<file path="src/hdl/fmidd_pkg.sv">
`timescale 1ns / 1ps
`default_nettype none
// ----------------------------------------------------------------------------
// FM discriminator package
// Shared types, constants and the CORDIC arctangent table.
// ----------------------------------------------------------------------------
package fmidd_pkg;

	localparam int ANGLE_FRAC_BITS_DEF = 14;
	localparam int CORDIC_STAGES_DEF   = 16;
	localparam int STAGE_LIMIT         = 24;
	localparam int STAGE_W             = $clog2(STAGE_LIMIT);

	localparam int SAMPLE_W   = 16;
	localparam int PRODUCT_W  = 32;
	localparam int PRESCALE   = 24;
	localparam int CORDIC_W   = PRODUCT_W + PRESCALE + 4;
	localparam int QUEUE_DEPTH = 2;

	localparam logic [7:0] SAMPLE_CENTER   = 8'd127;
	localparam logic [7:0] DECIMATION_RST  = 8'd10;
	localparam logic [31:0] PI_INTERNAL    = 32'h8000_0000;

	typedef logic signed [SAMPLE_W-1:0] sample_t;

	// new decimated sample and the one before it
	typedef struct packed {
		sample_t zi;
		sample_t zq;
		sample_t pi;
		sample_t pq;
	} pair_t;

	typedef enum logic [2:0] {
		BK_IDLE,
		BK_MUL,
		BK_ADD,
		BK_PREP,
		BK_ROT,
		BK_SCALE,
		BK_EMIT
	} back_state_t;

	// round(atan(2^-s) * 2^31 / pi)
	function automatic logic [31:0] arc_angle(input logic [STAGE_W-1:0] idx);
		logic [31:0] a;
		case (idx)
			5'd0:  a = 32'd536870912;
			5'd1:  a = 32'd316933406;
			5'd2:  a = 32'd167458907;
			5'd3:  a = 32'd85004756;
			5'd4:  a = 32'd42667331;
			5'd5:  a = 32'd21354465;
			5'd6:  a = 32'd10679838;
			5'd7:  a = 32'd5340245;
			5'd8:  a = 32'd2670163;
			5'd9:  a = 32'd1335087;
			5'd10: a = 32'd667544;
			5'd11: a = 32'd333772;
			5'd12: a = 32'd166886;
			5'd13: a = 32'd83443;
			5'd14: a = 32'd41722;
			5'd15: a = 32'd20861;
			5'd16: a = 32'd10430;
			5'd17: a = 32'd5215;
			5'd18: a = 32'd2608;
			5'd19: a = 32'd1304;
			5'd20: a = 32'd652;
			5'd21: a = 32'd326;
			5'd22: a = 32'd163;
			5'd23: a = 32'd81;
			default: a = 32'd0;
		endcase
		return a;
	endfunction

endpackage
`default_nettype wire

</file>
<file path="src/hdl/fm_iq_decimate_discriminator_unit.sv">
`timescale 1ns / 1ps
`default_nettype none
// ----------------------------------------------------------------------------
// FM I/Q decimating discriminator
// Integrate-and-dump decimation of centred I/Q bytes followed by a CORDIC
// polar discriminator on the conjugate product of successive sums.
//
//   channel   handshake                       payload
//   sample    sample_valid / sample_stall     i_sample, q_sample
//   result    result_valid / result_stall     freq_deviation
//   config    decimation_factor_we            decimation_factor
//
// A non-completing request is taken every cycle while the queue has room.
// A completing request passes through the angle unit as 4 multiplier steps
// on one shared 16x16 multiplier, the sum, the CORDIC setup, one CORDIC
// stage a cycle, scaling and the result; special angles skip the rotations
// and scaling. Two sums queue ahead of it. Reset clears sums, count,
// previous sample and the queue; factor returns to 10. A held result stalls the angle unit, then the queue, then input.
// ----------------------------------------------------------------------------
module fm_iq_decimate_discriminator_unit
	import fmidd_pkg::*;
#(
	parameter int ANGLE_FRAC_BITS = ANGLE_FRAC_BITS_DEF,
	parameter int CORDIC_STAGES   = CORDIC_STAGES_DEF
) (
	input  wire logic        clk,
	input  wire logic        arst_n,
	input  wire logic        decimation_factor_we,
	input  wire logic [7:0]  decimation_factor,
	input  wire logic        sample_valid,
	output logic             sample_stall,
	input  wire logic [7:0]  i_sample,
	input  wire logic [7:0]  q_sample,
	output logic             result_valid,
	input  wire logic        result_stall,
	output logic signed [15:0] freq_deviation
);

	logic  q_push, q_pop, q_full, q_empty;
	pair_t q_wdata, q_rdata;

	fmidd_front u_front (
		.clk                  (clk),
		.arst_n               (arst_n),
		.decimation_factor_we (decimation_factor_we),
		.decimation_factor    (decimation_factor),
		.sample_valid         (sample_valid),
		.sample_stall         (sample_stall),
		.i_sample             (i_sample),
		.q_sample             (q_sample),
		.q_full               (q_full),
		.q_push               (q_push),
		.q_wdata              (q_wdata)
	);

	fmidd_queue u_queue (
		.clk    (clk),
		.arst_n (arst_n),
		.push   (q_push),
		.wdata  (q_wdata),
		.pop    (q_pop),
		.rdata  (q_rdata),
		.full   (q_full),
		.empty  (q_empty)
	);

	fmidd_back #(
		.ANGLE_FRAC_BITS (ANGLE_FRAC_BITS),
		.CORDIC_STAGES   (CORDIC_STAGES)
	) u_back (
		.clk            (clk),
		.arst_n         (arst_n),
		.q_empty        (q_empty),
		.q_rdata        (q_rdata),
		.q_pop          (q_pop),
		.result_valid   (result_valid),
		.result_stall   (result_stall),
		.freq_deviation (freq_deviation)
	);

endmodule
`default_nettype wire

</file>
<file path="src/hdl/fmidd_front.sv">
`timescale 1ns / 1ps
`default_nettype none
// ----------------------------------------------------------------------------
// FM discriminator front end
// Centres raw I/Q bytes, integrates over the decimation count and pushes each
// completed sum with the previous one into the queue.
// ----------------------------------------------------------------------------
module fmidd_front
	import fmidd_pkg::*;
(
	input  wire logic       clk,
	input  wire logic       arst_n,
	input  wire logic       decimation_factor_we,
	input  wire logic [7:0] decimation_factor,
	input  wire logic       sample_valid,
	output logic            sample_stall,
	input  wire logic [7:0] i_sample,
	input  wire logic [7:0] q_sample,
	input  wire logic       q_full,
	output logic            q_push,
	output pair_t           q_wdata
);

	logic [7:0]  factor_q;
	logic [7:0]  count_q;
	sample_t     sum_i_q, sum_q_q, prev_i_q, prev_q_q;
	logic        accept;
	logic signed [8:0] ci, cq;
	sample_t     sum_i_n, sum_q_n;
	logic [7:0]  count_n, factor;
	logic        dump;

	assign sample_stall = q_full;
	assign accept = sample_valid && !sample_stall;

	assign ci = $signed({1'b0, i_sample}) - $signed({1'b0, SAMPLE_CENTER});
	assign cq = $signed({1'b0, q_sample}) - $signed({1'b0, SAMPLE_CENTER});
	assign sum_i_n = sum_i_q + SAMPLE_W'(ci);
	assign sum_q_n = sum_q_q + SAMPLE_W'(cq);
	assign count_n = count_q + 8'd1;
	assign factor  = (factor_q == 8'd0) ? 8'd1 : factor_q;
	assign dump    = (count_n == 8'd0) || (count_n >= factor);

	assign q_push  = accept && dump;
	assign q_wdata = '{zi: sum_i_n, zq: sum_q_n, pi: prev_i_q, pq: prev_q_q};

	always_ff @(posedge clk or negedge arst_n) begin
		if (!arst_n) begin
			factor_q <= DECIMATION_RST;
			count_q  <= '0;
			sum_i_q  <= '0;
			sum_q_q  <= '0;
			prev_i_q <= '0;
			prev_q_q <= '0;
		end else begin
			if (decimation_factor_we) begin
				factor_q <= decimation_factor;
			end
			if (accept) begin
				if (dump) begin
					prev_i_q <= sum_i_n;
					prev_q_q <= sum_q_n;
					sum_i_q  <= '0;
					sum_q_q  <= '0;
					count_q  <= '0;
				end else begin
					sum_i_q <= sum_i_n;
					sum_q_q <= sum_q_n;
					count_q <= count_n;
				end
			end
		end
	end

endmodule
`default_nettype wire

</file>
<file path="src/hdl/fmidd_queue.sv">
`timescale 1ns / 1ps
`default_nettype none
// ----------------------------------------------------------------------------
// FM discriminator queue
// Short FIFO of sample pairs between the front end and the angle unit.
// ----------------------------------------------------------------------------
module fmidd_queue
	import fmidd_pkg::*;
(
	input  wire logic  clk,
	input  wire logic  arst_n,
	input  wire logic  push,
	input  wire pair_t wdata,
	input  wire logic  pop,
	output pair_t      rdata,
	output logic       full,
	output logic       empty
);

	localparam int PTR_W = (QUEUE_DEPTH > 1) ? $clog2(QUEUE_DEPTH) : 1;
	localparam int CNT_W = $clog2(QUEUE_DEPTH + 1);

	pair_t            entry_q [QUEUE_DEPTH];
	logic [PTR_W-1:0] wr_ptr_q, rd_ptr_q;
	logic [CNT_W-1:0] count_q;
	logic             do_push, do_pop;

	assign full    = (count_q == CNT_W'(QUEUE_DEPTH));
	assign empty   = (count_q == '0);
	assign do_push = push && !full;
	assign do_pop  = pop && !empty;
	assign rdata   = entry_q[rd_ptr_q];

	function automatic logic [PTR_W-1:0] next_ptr(input logic [PTR_W-1:0] p);
		return (p == PTR_W'(QUEUE_DEPTH - 1)) ? '0 : p + PTR_W'(1);
	endfunction

	always_ff @(posedge clk) begin
		if (do_push) begin
			entry_q[wr_ptr_q] <= wdata;
		end
	end

	always_ff @(posedge clk or negedge arst_n) begin
		if (!arst_n) begin
			wr_ptr_q <= '0;
			rd_ptr_q <= '0;
			count_q  <= '0;
		end else begin
			if (do_push) begin
				wr_ptr_q <= next_ptr(wr_ptr_q);
			end
			if (do_pop) begin
				rd_ptr_q <= next_ptr(rd_ptr_q);
			end
			case ({do_push, do_pop})
				2'b10:   count_q <= count_q + CNT_W'(1);
				2'b01:   count_q <= count_q - CNT_W'(1);
				default: count_q <= count_q;
			endcase
		end
	end

endmodule
`default_nettype wire

</file>
<file path="src/hdl/fmidd_back.sv">
`timescale 1ns / 1ps
`default_nettype none
// ----------------------------------------------------------------------------
// FM discriminator angle unit
// Conjugate product on one shared multiplier, iterative CORDIC vectoring,
// scaling and the result register.
// ----------------------------------------------------------------------------
module fmidd_back
	import fmidd_pkg::*;
#(
	parameter int ANGLE_FRAC_BITS = ANGLE_FRAC_BITS_DEF,
	parameter int CORDIC_STAGES   = CORDIC_STAGES_DEF
) (
	input  wire logic        clk,
	input  wire logic        arst_n,
	input  wire logic        q_empty,
	input  wire pair_t       q_rdata,
	output logic             q_pop,
	output logic             result_valid,
	input  wire logic        result_stall,
	output logic signed [15:0] freq_deviation
);

	localparam int NUM_STAGES = (CORDIC_STAGES < STAGE_LIMIT) ? CORDIC_STAGES : STAGE_LIMIT;
	localparam int SHIFT      = 31 - ANGLE_FRAC_BITS;
	localparam logic signed [32:0] ROUND_ADJ = 33'((64'd1 << SHIFT) - 64'd1);
	localparam logic signed [15:0] PI_OUT    = 16'(32'd1 << ANGLE_FRAC_BITS);
	localparam logic signed [15:0] HALF_PI   = 16'(32'd1 << (ANGLE_FRAC_BITS - 1));

	typedef logic signed [CORDIC_W-1:0] wide_t;

	back_state_t state_q, state_n;
	pair_t       pair_q;
	logic [1:0]  mul_cnt_q;
	logic signed [PRODUCT_W-1:0] prod_q [4];
	logic signed [PRODUCT_W-1:0] cr_q, cj_q;
	wide_t       x_q, y_q;
	logic [31:0] z_q;
	logic [STAGE_W-1:0] stage_q;
	logic signed [15:0] res_q;
	logic        out_valid_q;
	logic signed [15:0] out_q;

	sample_t     mul_a, mul_b;
	logic signed [PRODUCT_W-1:0] prod;
	wide_t       cr_w, cj_w, dx, dy;
	logic        y_pos, slot_free;
	logic [31:0] arc;
	logic signed [32:0] zs, zs_adj, zs_shr;

	assign slot_free      = !out_valid_q || !result_stall;
	assign result_valid   = out_valid_q;
	assign freq_deviation = out_q;

	always_comb begin
		case (mul_cnt_q)
			2'd0:    begin mul_a = pair_q.zi; mul_b = pair_q.pi; end
			2'd1:    begin mul_a = pair_q.zq; mul_b = pair_q.pq; end
			2'd2:    begin mul_a = pair_q.zq; mul_b = pair_q.pi; end
			2'd3:    begin mul_a = pair_q.zi; mul_b = pair_q.pq; end
			default: begin mul_a = pair_q.zi; mul_b = pair_q.pi; end
		endcase
	end
	assign prod = mul_a * mul_b;

	assign cr_w  = CORDIC_W'(cr_q) <<< PRESCALE;
	assign cj_w  = CORDIC_W'(cj_q) <<< PRESCALE;
	assign dx    = y_q >>> stage_q;
	assign dy    = x_q >>> stage_q;
	assign y_pos = !y_q[CORDIC_W-1] && (y_q != '0);
	assign arc   = arc_angle(stage_q);

	assign zs     = (z_q == PI_INTERNAL) ? 33'sh0_8000_0000 : $signed({z_q[31], z_q});
	assign zs_adj = zs[32] ? zs + ROUND_ADJ : zs;
	assign zs_shr = zs_adj >>> SHIFT;

	always_comb begin
		state_n = state_q;
		q_pop   = 1'b0;
		case (state_q)
			BK_IDLE: begin
				if (!q_empty) begin
					q_pop   = 1'b1;
					state_n = BK_MUL;
				end
			end
			BK_MUL: begin
				if (mul_cnt_q == 2'd3) begin
					state_n = BK_ADD;
				end
			end
			BK_ADD: state_n = BK_PREP;
			BK_PREP: begin
				if (cj_q == '0 || cr_q == '0) begin
					state_n = BK_EMIT;
				end else begin
					state_n = BK_ROT;
				end
			end
			BK_ROT: begin
				if (stage_q == STAGE_W'(NUM_STAGES - 1)) begin
					state_n = BK_SCALE;
				end
			end
			BK_SCALE: state_n = BK_EMIT;
			BK_EMIT: begin
				if (slot_free) begin
					state_n = BK_IDLE;
				end
			end
			default: state_n = BK_IDLE;
		endcase
	end

	always_ff @(posedge clk or negedge arst_n) begin
		if (!arst_n) begin
			state_q     <= BK_IDLE;
			out_valid_q <= 1'b0;
		end else begin
			state_q <= state_n;
			if (state_q == BK_EMIT && slot_free) begin
				out_valid_q <= 1'b1;
			end else if (!result_stall) begin
				out_valid_q <= 1'b0;
			end
		end
	end

	always_ff @(posedge clk) begin
		case (state_q)
			BK_IDLE: begin
				pair_q    <= q_rdata;
				mul_cnt_q <= '0;
			end
			BK_MUL: begin
				prod_q[mul_cnt_q] <= prod;
				mul_cnt_q         <= mul_cnt_q + 2'd1;
			end
			BK_ADD: begin
				cr_q <= prod_q[0] + prod_q[1];
				cj_q <= prod_q[2] - prod_q[3];
			end
			BK_PREP: begin
				stage_q <= '0;
				if (cj_q == '0) begin
					res_q <= cr_q[PRODUCT_W-1] ? PI_OUT : '0;
				end else if (cr_q == '0) begin
					res_q <= cj_q[PRODUCT_W-1] ? -HALF_PI : HALF_PI;
				end
				if (cr_q[PRODUCT_W-1]) begin
					x_q <= -cr_w;
					y_q <= -cj_w;
					z_q <= PI_INTERNAL;
				end else begin
					x_q <= cr_w;
					y_q <= cj_w;
					z_q <= '0;
				end
			end
			BK_ROT: begin
				stage_q <= stage_q + STAGE_W'(1);
				if (y_pos) begin
					x_q <= x_q + dx;
					y_q <= y_q - dy;
					z_q <= z_q + arc;
				end else begin
					x_q <= x_q - dx;
					y_q <= y_q + dy;
					z_q <= z_q - arc;
				end
			end
			BK_SCALE: res_q <= zs_shr[15:0];
			BK_EMIT: begin
				if (slot_free) begin
					out_q <= res_q;
				end
			end
			default: ;
		endcase
	end

endmodule
`default_nettype wire

</file>
<file path="config.mk">
export PLATFORM = sky130hd
export DESIGN_NAME = fm_iq_decimate_discriminator_unit
export DESIGN_NICKNAME = d
export VERILOG_FILES = /design/src/hdl/fmidd_pkg.sv /design/src/hdl/fm_iq_decimate_discriminator_unit.sv /design/src/hdl/fmidd_front.sv /design/src/hdl/fmidd_queue.sv /design/src/hdl/fmidd_back.sv
export SDC_FILE = /design/constraint.sdc
export NUM_CORES = 2
export LEC_CHECK = 0
export BUFFER_PORTS_ARGS = -buffer_cell sky130_fd_sc_hd__buf_2
export CAP_MARGIN = 25
export CORE_MARGIN = 3
export CORE_UTILIZATION = 67
export CTS_BUF_LIST = sky130_fd_sc_hd__clkbuf_4 sky130_fd_sc_hd__clkbuf_8
export DETAILED_ROUTE_END_ITERATION = 7
export PLACE_DENSITY = 0.95
export SLEW_MARGIN = 20
export SYNTH_ARGS = -nofsm -noshare
export SYNTH_HDL_FRONTEND = slang
export SYNTH_SLANG_ARGS = --single-unit
export TNS_END_PERCENT = 30
</file>
<file path="constraint.sdc">
create_clock -name clk -period 9.4 [get_ports clk]
set_clock_uncertainty 0.15 [all_clocks]
set_input_delay 1.88 -clock clk [delete_from_list [all_inputs] [get_ports clk]]
set_output_delay 1.88 -clock clk [all_outputs]
set_load 0.02 [all_outputs]
</file>
Word-level counts from Yosys, hierarchy flattened
Memories as Yosys holds them, arrays and structs flattened. A register that Yosys moved wholly into a read port is not among the register bits.
Cells that the tools add are included.

operators by class
  $add $sub $neg = 22
  divide/modulo/power cells = 0
  eq/ne operators = 20
  reductions and logical operators = 34
  magnitude comparators = 1
  multiplexer cells = 42
  shifts and indexed selects = 2
  bitwise operators = 0
  multiply operators = 1

operator list
  cell                                               number
  two-way mux 60 bit                                 4
  one-hot mux 60 bit (2 select lines)                2
  adder 60 bit                                       2
  negation 56 -> 60 bit                              2
  >>> shifter 60 x 5 -> 60 bit                       2
  subtractor 60 bit                                  2
  one-hot mux 16 bit (2 select lines)                3
  two-way mux 16 bit                                 5
  two-way mux 33 bit                                 2
  adder 32 bit                                       2
  logical NOT 32 bit                                 2
  two-way mux 32 bit                                 2
  one-hot mux 32 bit (2 select lines)                1
  subtractor 32 bit                                  2
  nonzero test 60 bit                                1
  adder 33 x 18 -> 33 bit (second input constant)    1
  adder 16 x 9 -> 16 bit                             2
  equality test 32 bit (second input constant)       1
  multiplier 16 x 16 -> 32 bit                       1
  one-hot mux 3 bit (7 select lines)                 1
  subtractor 8 x 7 -> 9 bit (second input constant)  2
  logical NOT 8 bit                                  2
  two-way mux 8 bit                                  2
  two-way mux 15 bit                                 1
  other kinds (30)                                   75

storage, ports and cells
  bits of input ports = 29
  memories kept = 3
  bits in latches = 0
  bits in writable memories = 256
  output and inout bits = 18
  register bits after elaboration = 343
  bits in read-only memories = 960
  word-level logic and storage cells = 145

memories
  memory            words  width  rd ports  clocked after Yosys merged registers in  wr ports  RTL line           source
  (name not given)  32     30     1         1                                        0         fmidd_pkg.sv:47    case (idx)
  u_back.prod_q     4      32     4         0                                        1         fmidd_back.sv:35   logic signed [PRODUCT_W-1:0] prod_q [4];
  u_queue.entry_q   2      64     1         1                                        1         fmidd_queue.sv:23  pair_t entry_q [QUEUE_DEPTH];

Logic depth before layout (Yosys ltp)
  depth in word-level cells = 8
  depth in mapped cells = 34
  mapped depth without buffers = 31

Modules after synthesis
Synthesis repeated with hierarchy kept, for this count alone.

unflattened totals
  cells, all modules = 6171
  area total of the unflattened synthesis = 61656.6 sq um

modules (own cells, without submodules)
  module       seq. area each (sq um)  instances  cells each  area an instance (sq um)
  fmidd_back   14123.5                 1          5443        51403.0
  fmidd_front  2004.4                  1          511         5235.0
  fmidd_queue  3943.8                  1          217         5018.6

Least setup slack after synthesis
No wires, ideal clock.

  path type = reg2reg
  start point = reg u_back.mul_cnt_q[0]
  end point = mem u_back.prod_q[0][31] (data pin)
  path buffers = 3
  setup time = 0.274 ns
  path slack = 1.293 ns
  period minus slack after synthesis = 8.107 ns
  stages on the path, launching flop included = 32
  data required time = 8.976 ns
  arrival time = 7.683 ns
  cells stage by stage = edfxtp_1 -> inv_1 -> ha_1 -> clkbuf_1 -> clkbuf_1 -> buf_1 -> mux2i_1 -> nor2_1 -> fa_1 -> inv_1 -> fa_1 -> fa_1 -> fa_1 -> inv_1 -> fa_1 -> inv_1 -> fa_1 -> inv_1 -> ha_1 -> a21o_1 -> a21o_1 -> nand2_1 -> o21ai_0 -> a21oi_1 -> a21oi_1 -> a41oi_1 -> a21oi_1 -> nand4_1 -> nand3_1 -> a31o_2 -> a21oi_1 -> xnor2_1

between the ends
  cells in the longest elaborated chain, start to end = 4
  elaborated cells on any way between the ends = 11
  those cells by class = mul: 1; eq/ne: 3; mux: 2; reduce/logical: 5

RTL lines
  element                                      RTL line           source
  from (decl)                                  fmidd_back.sv:34   logic [1:0] mul_cnt_q;
  from (signal assigned)                       fmidd_back.sv:137  mul_cnt_q <= mul_cnt_q + 2'd1;
  equality test 2 bit (tied with other cells)  fmidd_back.sv:56   case (mul_cnt_q)
  OR reduction 2 bit (no source line)          --
  one-hot mux 16 bit (2 select lines)          fmidd_back.sv:56
  multiplier 16 x 16 -> 32 bit (*)             fmidd_back.sv:64   assign prod = mul_a * mul_b;
  named net u_back.prod[31]                    fmidd_back.sv:45   logic signed [PRODUCT_W-1:0] prod;
  to (decl)                                    fmidd_back.sv:35

Mark *: on every way through the listed nets, which the timed path passes. The rest lies on a longest branch.

Final worst setup path
  start point = reg u_back.mul_cnt_q[0]
  end point = mem u_back.prod_q[1][31] (data pin)

Same word-level chain as after synthesis.

==> summary.md <==
| Metric | Value |
|---|---|
| Iter 0 DRT Violations | between 6000 and 7000 |
| Clock Tree Root | clkbuf_8 |
| Synthesized area per cell | about 10 um2 |
| DR pass1 iterations | 8 |
| Max incr delay on CP | about 0.75 ns |
| Cell row count | 107 |
| Port Buf Inserts | 46 |
| GRT Residual Overflow | 0 |
| WL/cell | between 20 and 25 um |
| Slew HR | 20.9% |
| Fin. Hold Viols | 0 |
| Final Setup Violations | 0 |
| Critical path class | reg -> reg |
| Post-CTS sizing | 0 |
| Ports | between 40 and 50 |
| WP data arrival | 9.15 ns |
| Leading area contributor after synthesis | edfxtp_1 |
| Post-synthesis cell area | ~0.059 mm2 |
| Post-synth top cells | nand2_1, edfxtp_1, nor2_1 |
| Vias in the first global route | roughly 49000 |
| GRT Total Usage | between 30% and 40% |
| Top-count cell post-synth | nand2_1 |
| Layout cells sized above 1 | a little under an eighth |
| Synth Net Count | 6425 |
| Slowest CP cell | ha_1 |
| Dominant cells by area after synthesis | edfxtp_1, fa_1, ha_1, mux4_2, xnor2_1 |
| GPL Wtd Cong | about 1.1 |
| Clk buf depth | 3 |
| Die Area | a little over 0.09 mm2 |
| Tightest Hold Check Type | reg -> reg |
| Routed WL | between 150 and 200 mm |
| Number of synthesized flops with an enable pin | 575 |
| HPWL Detailed | 126 mm |
| Yosys top cell area share | approximately 29% |
| Violated checks | design-rule violations |
| Hold buffers post-CTS | 0 |
| H-tree depth | 3 |
| Worst skew pair latency | approximately 0.82 ns |
| Ys Warns | 0 |
| Critical path launch point type | flop |
| TNS Setup | 0 ns |
| Status | finished, violations left |
| Die Width | about 300 um |
| Synth async-reset ratio | 12.7% |
| CTS Buf Count | ~110 |
| Post-Syn Instances | between 5000 and 6000 |
| # DRC | 20 |
| Flops & latches, synth | around 690 |
| Global-route wire length before repair | ~270 mm |
| Total Nets Final | 6445 |
| Worst Path Required | approximately 10 ns |
| Largest net degree at the start of global routing | 101 |
| RSZ-0062 raised after global routing | no |
| Setup bufs post-CTS | 0 |
| Seq/Total Area, Yosys | between 30% and 40% |
| CP endpoint kind | flop |
| Routed vias | 48598 |
| Cell mode on critical path | fa_1 |
| Fin crit period | slightly below 9 ns |
| Initial antenna violation count | 4 |
| Core box area | 0.0859 mm2 |
| Area Growth Syn to Fin | 6.67% |
| CTS sink count | ~690 |
| Final Slew Violations | 0 |
| CP max FO | 13 |
| Reg clk slew, reported paths | 0.07 ns |
| CTS tree | done |
| Vias/cell | just under 7 |
| Die height | slightly above 300 um |
| Fmax | 114 MHz |
| Least-Margin Pin Slew | around 1.2 ns |
| Cell variety after synth | between 90 and 100 |
| Tcrit/Tclk final | between 90% and 100% |
| Max cap viols | 0 |
| Initial Utilization | between 60% and 70% |
| Top FF cell, synth | edfxtp_1 |
| ANT nets after route | 0 |
[layout by cell type, fill, tap and decap left out, types with 100 or more instances in the layout]
master / Yosys / layout
nand2_1: 592 / 590
edfxtp_1: 575 / 575
nor2_1: 546 / 544
inv_1: 449 / 447
ha_1: 354 / 354
a21oi_1: 348 / 347
xnor2_1: 303 / 301
o21ai_0: 292 / 292
fa_1: 269 / 269
xor2_1: 185 / 185
mux4_2: 172 / 172
mux2_2: 148 / 148
a21o_1: 127 / 127
mux2i_1: 123 / 123
clkbuf_8: 0 / 116
nor3_1: 102 / 100
[through the flow]
step	utilization (%)	instances	area [um2]	setup WS, ns	hold WS (ns)
global route	72.8	7033	62600	0.248	0.278
detailed placement	69.9	6824	60100	0.863	0.260
global placement	69.9	6823	60100	1.06	0.252
floorplan	-	5773	58700	1.29	0.250
finish	72.8	7036	62600	0.611	0.263
CTS	72.7	7028	62500	0.791	0.264
[cells by family (layout without fill, tap and decap cells)]
group	after synthesis	count (layout)	synth area share, %
simple gates	1671	1671	12.8
mux	453	453	11.9
buf+inv	675	789	4.55
flops	693	693	34.2
fa+ha+maj	623	623	16.7
compound gates	1170	1170	12.5
other cells	0	5	0
xor+xnor	488	488	7.29
[final timing paths]
kind / startpoint / to / slack (ns) / cells past startpoint
setup / recovery: u_back.mul_cnt_q[0]$_SDFFCE_PN0P_ / u_back.prod_q[1][31]$_DFFE_PP_ / 0.61 / 28
hold / removal: u_back.res_q[10]$_SDFFCE_PN0P_ / u_back.freq_deviation[10]$_DFFE_PP_ / 0.26 / 0
setup reg to reg: u_back.mul_cnt_q[0]$_SDFFCE_PN0P_ / u_back.prod_q[1][31]$_DFFE_PP_ / 0.61 / 28
hold reg to reg: u_back.res_q[10]$_SDFFCE_PN0P_ / u_back.freq_deviation[10]$_DFFE_PP_ / 0.26 / 0
max in group asynchronous: arst_n / u_front.prev_q_q[15]$_DFFE_PN0P_ / 7.03 / 2
min in group asynchronous: arst_n / u_queue.wr_ptr_q$_DFFE_PN0P_ / 0.83 / 1
[per-layer routing]
| layer | share of wire [%] | GRT usage [%] | vias to the layer above |
|---|---|---|---|
| met5 | 0.0063 | 0 | - |
| met4 | 8.7 | 26.4 | 2 |
| met3 | 11 | 9.81 | 1046 |
| met2 | 47 | 62.8 | 3617 |
| met1 | 34 | 44.4 | 23209 |
| li1 | - | - | 20724 |
[layout make-up]
cell class / instances / area, um2
fillers: 5496 / 23400
diodes: 5 / 12.5
well taps: 1144 / 1430
repair buffers: 133 / 941
clock buffers: 134 / 1730
flip-flops and latches: 693 / 20100
inverters: 452 / 1710
multi-input cells: 4405 / 36000
clock inverters: 70 / 697
[worst max-delay path, delay by kind of cell, from the launching register on]
family	cells	cell delay (ns)
AO/OA/AOI/OAI	9	1.97
XOR/XNOR	1	0.14
flip-flops	1	0.37
multiplexers	1	0.75
buffers and inverters	5	0.30
AND/OR/NAND/NOR	4	0.56
adder cells (fa/ha/maj)	8	4.21
[registers in the layout, indices dropped and copies added (netlist names), 16 cells and up]
name / count
u_back.pair_q: 64
u_back.x_q: 60
u_front.prev_i_q: 16
u_front.sum_i_q: 16
u_front.sum_q_q: 16
u_back.y_q: 60
u_back.cj_q: 32
u_back.prod_q: 128
u_queue.entry_q: 128
u_back.arc: 30
u_back.res_q: 16
u_back.freq_deviation: 16
u_front.prev_q_q: 16
u_back.z_q: 32
u_back.cr_q: 32
Power is left out: the tool's default activity adds up to more than one toggle a clock period on the data nets, which glitch-free logic cannot reach.
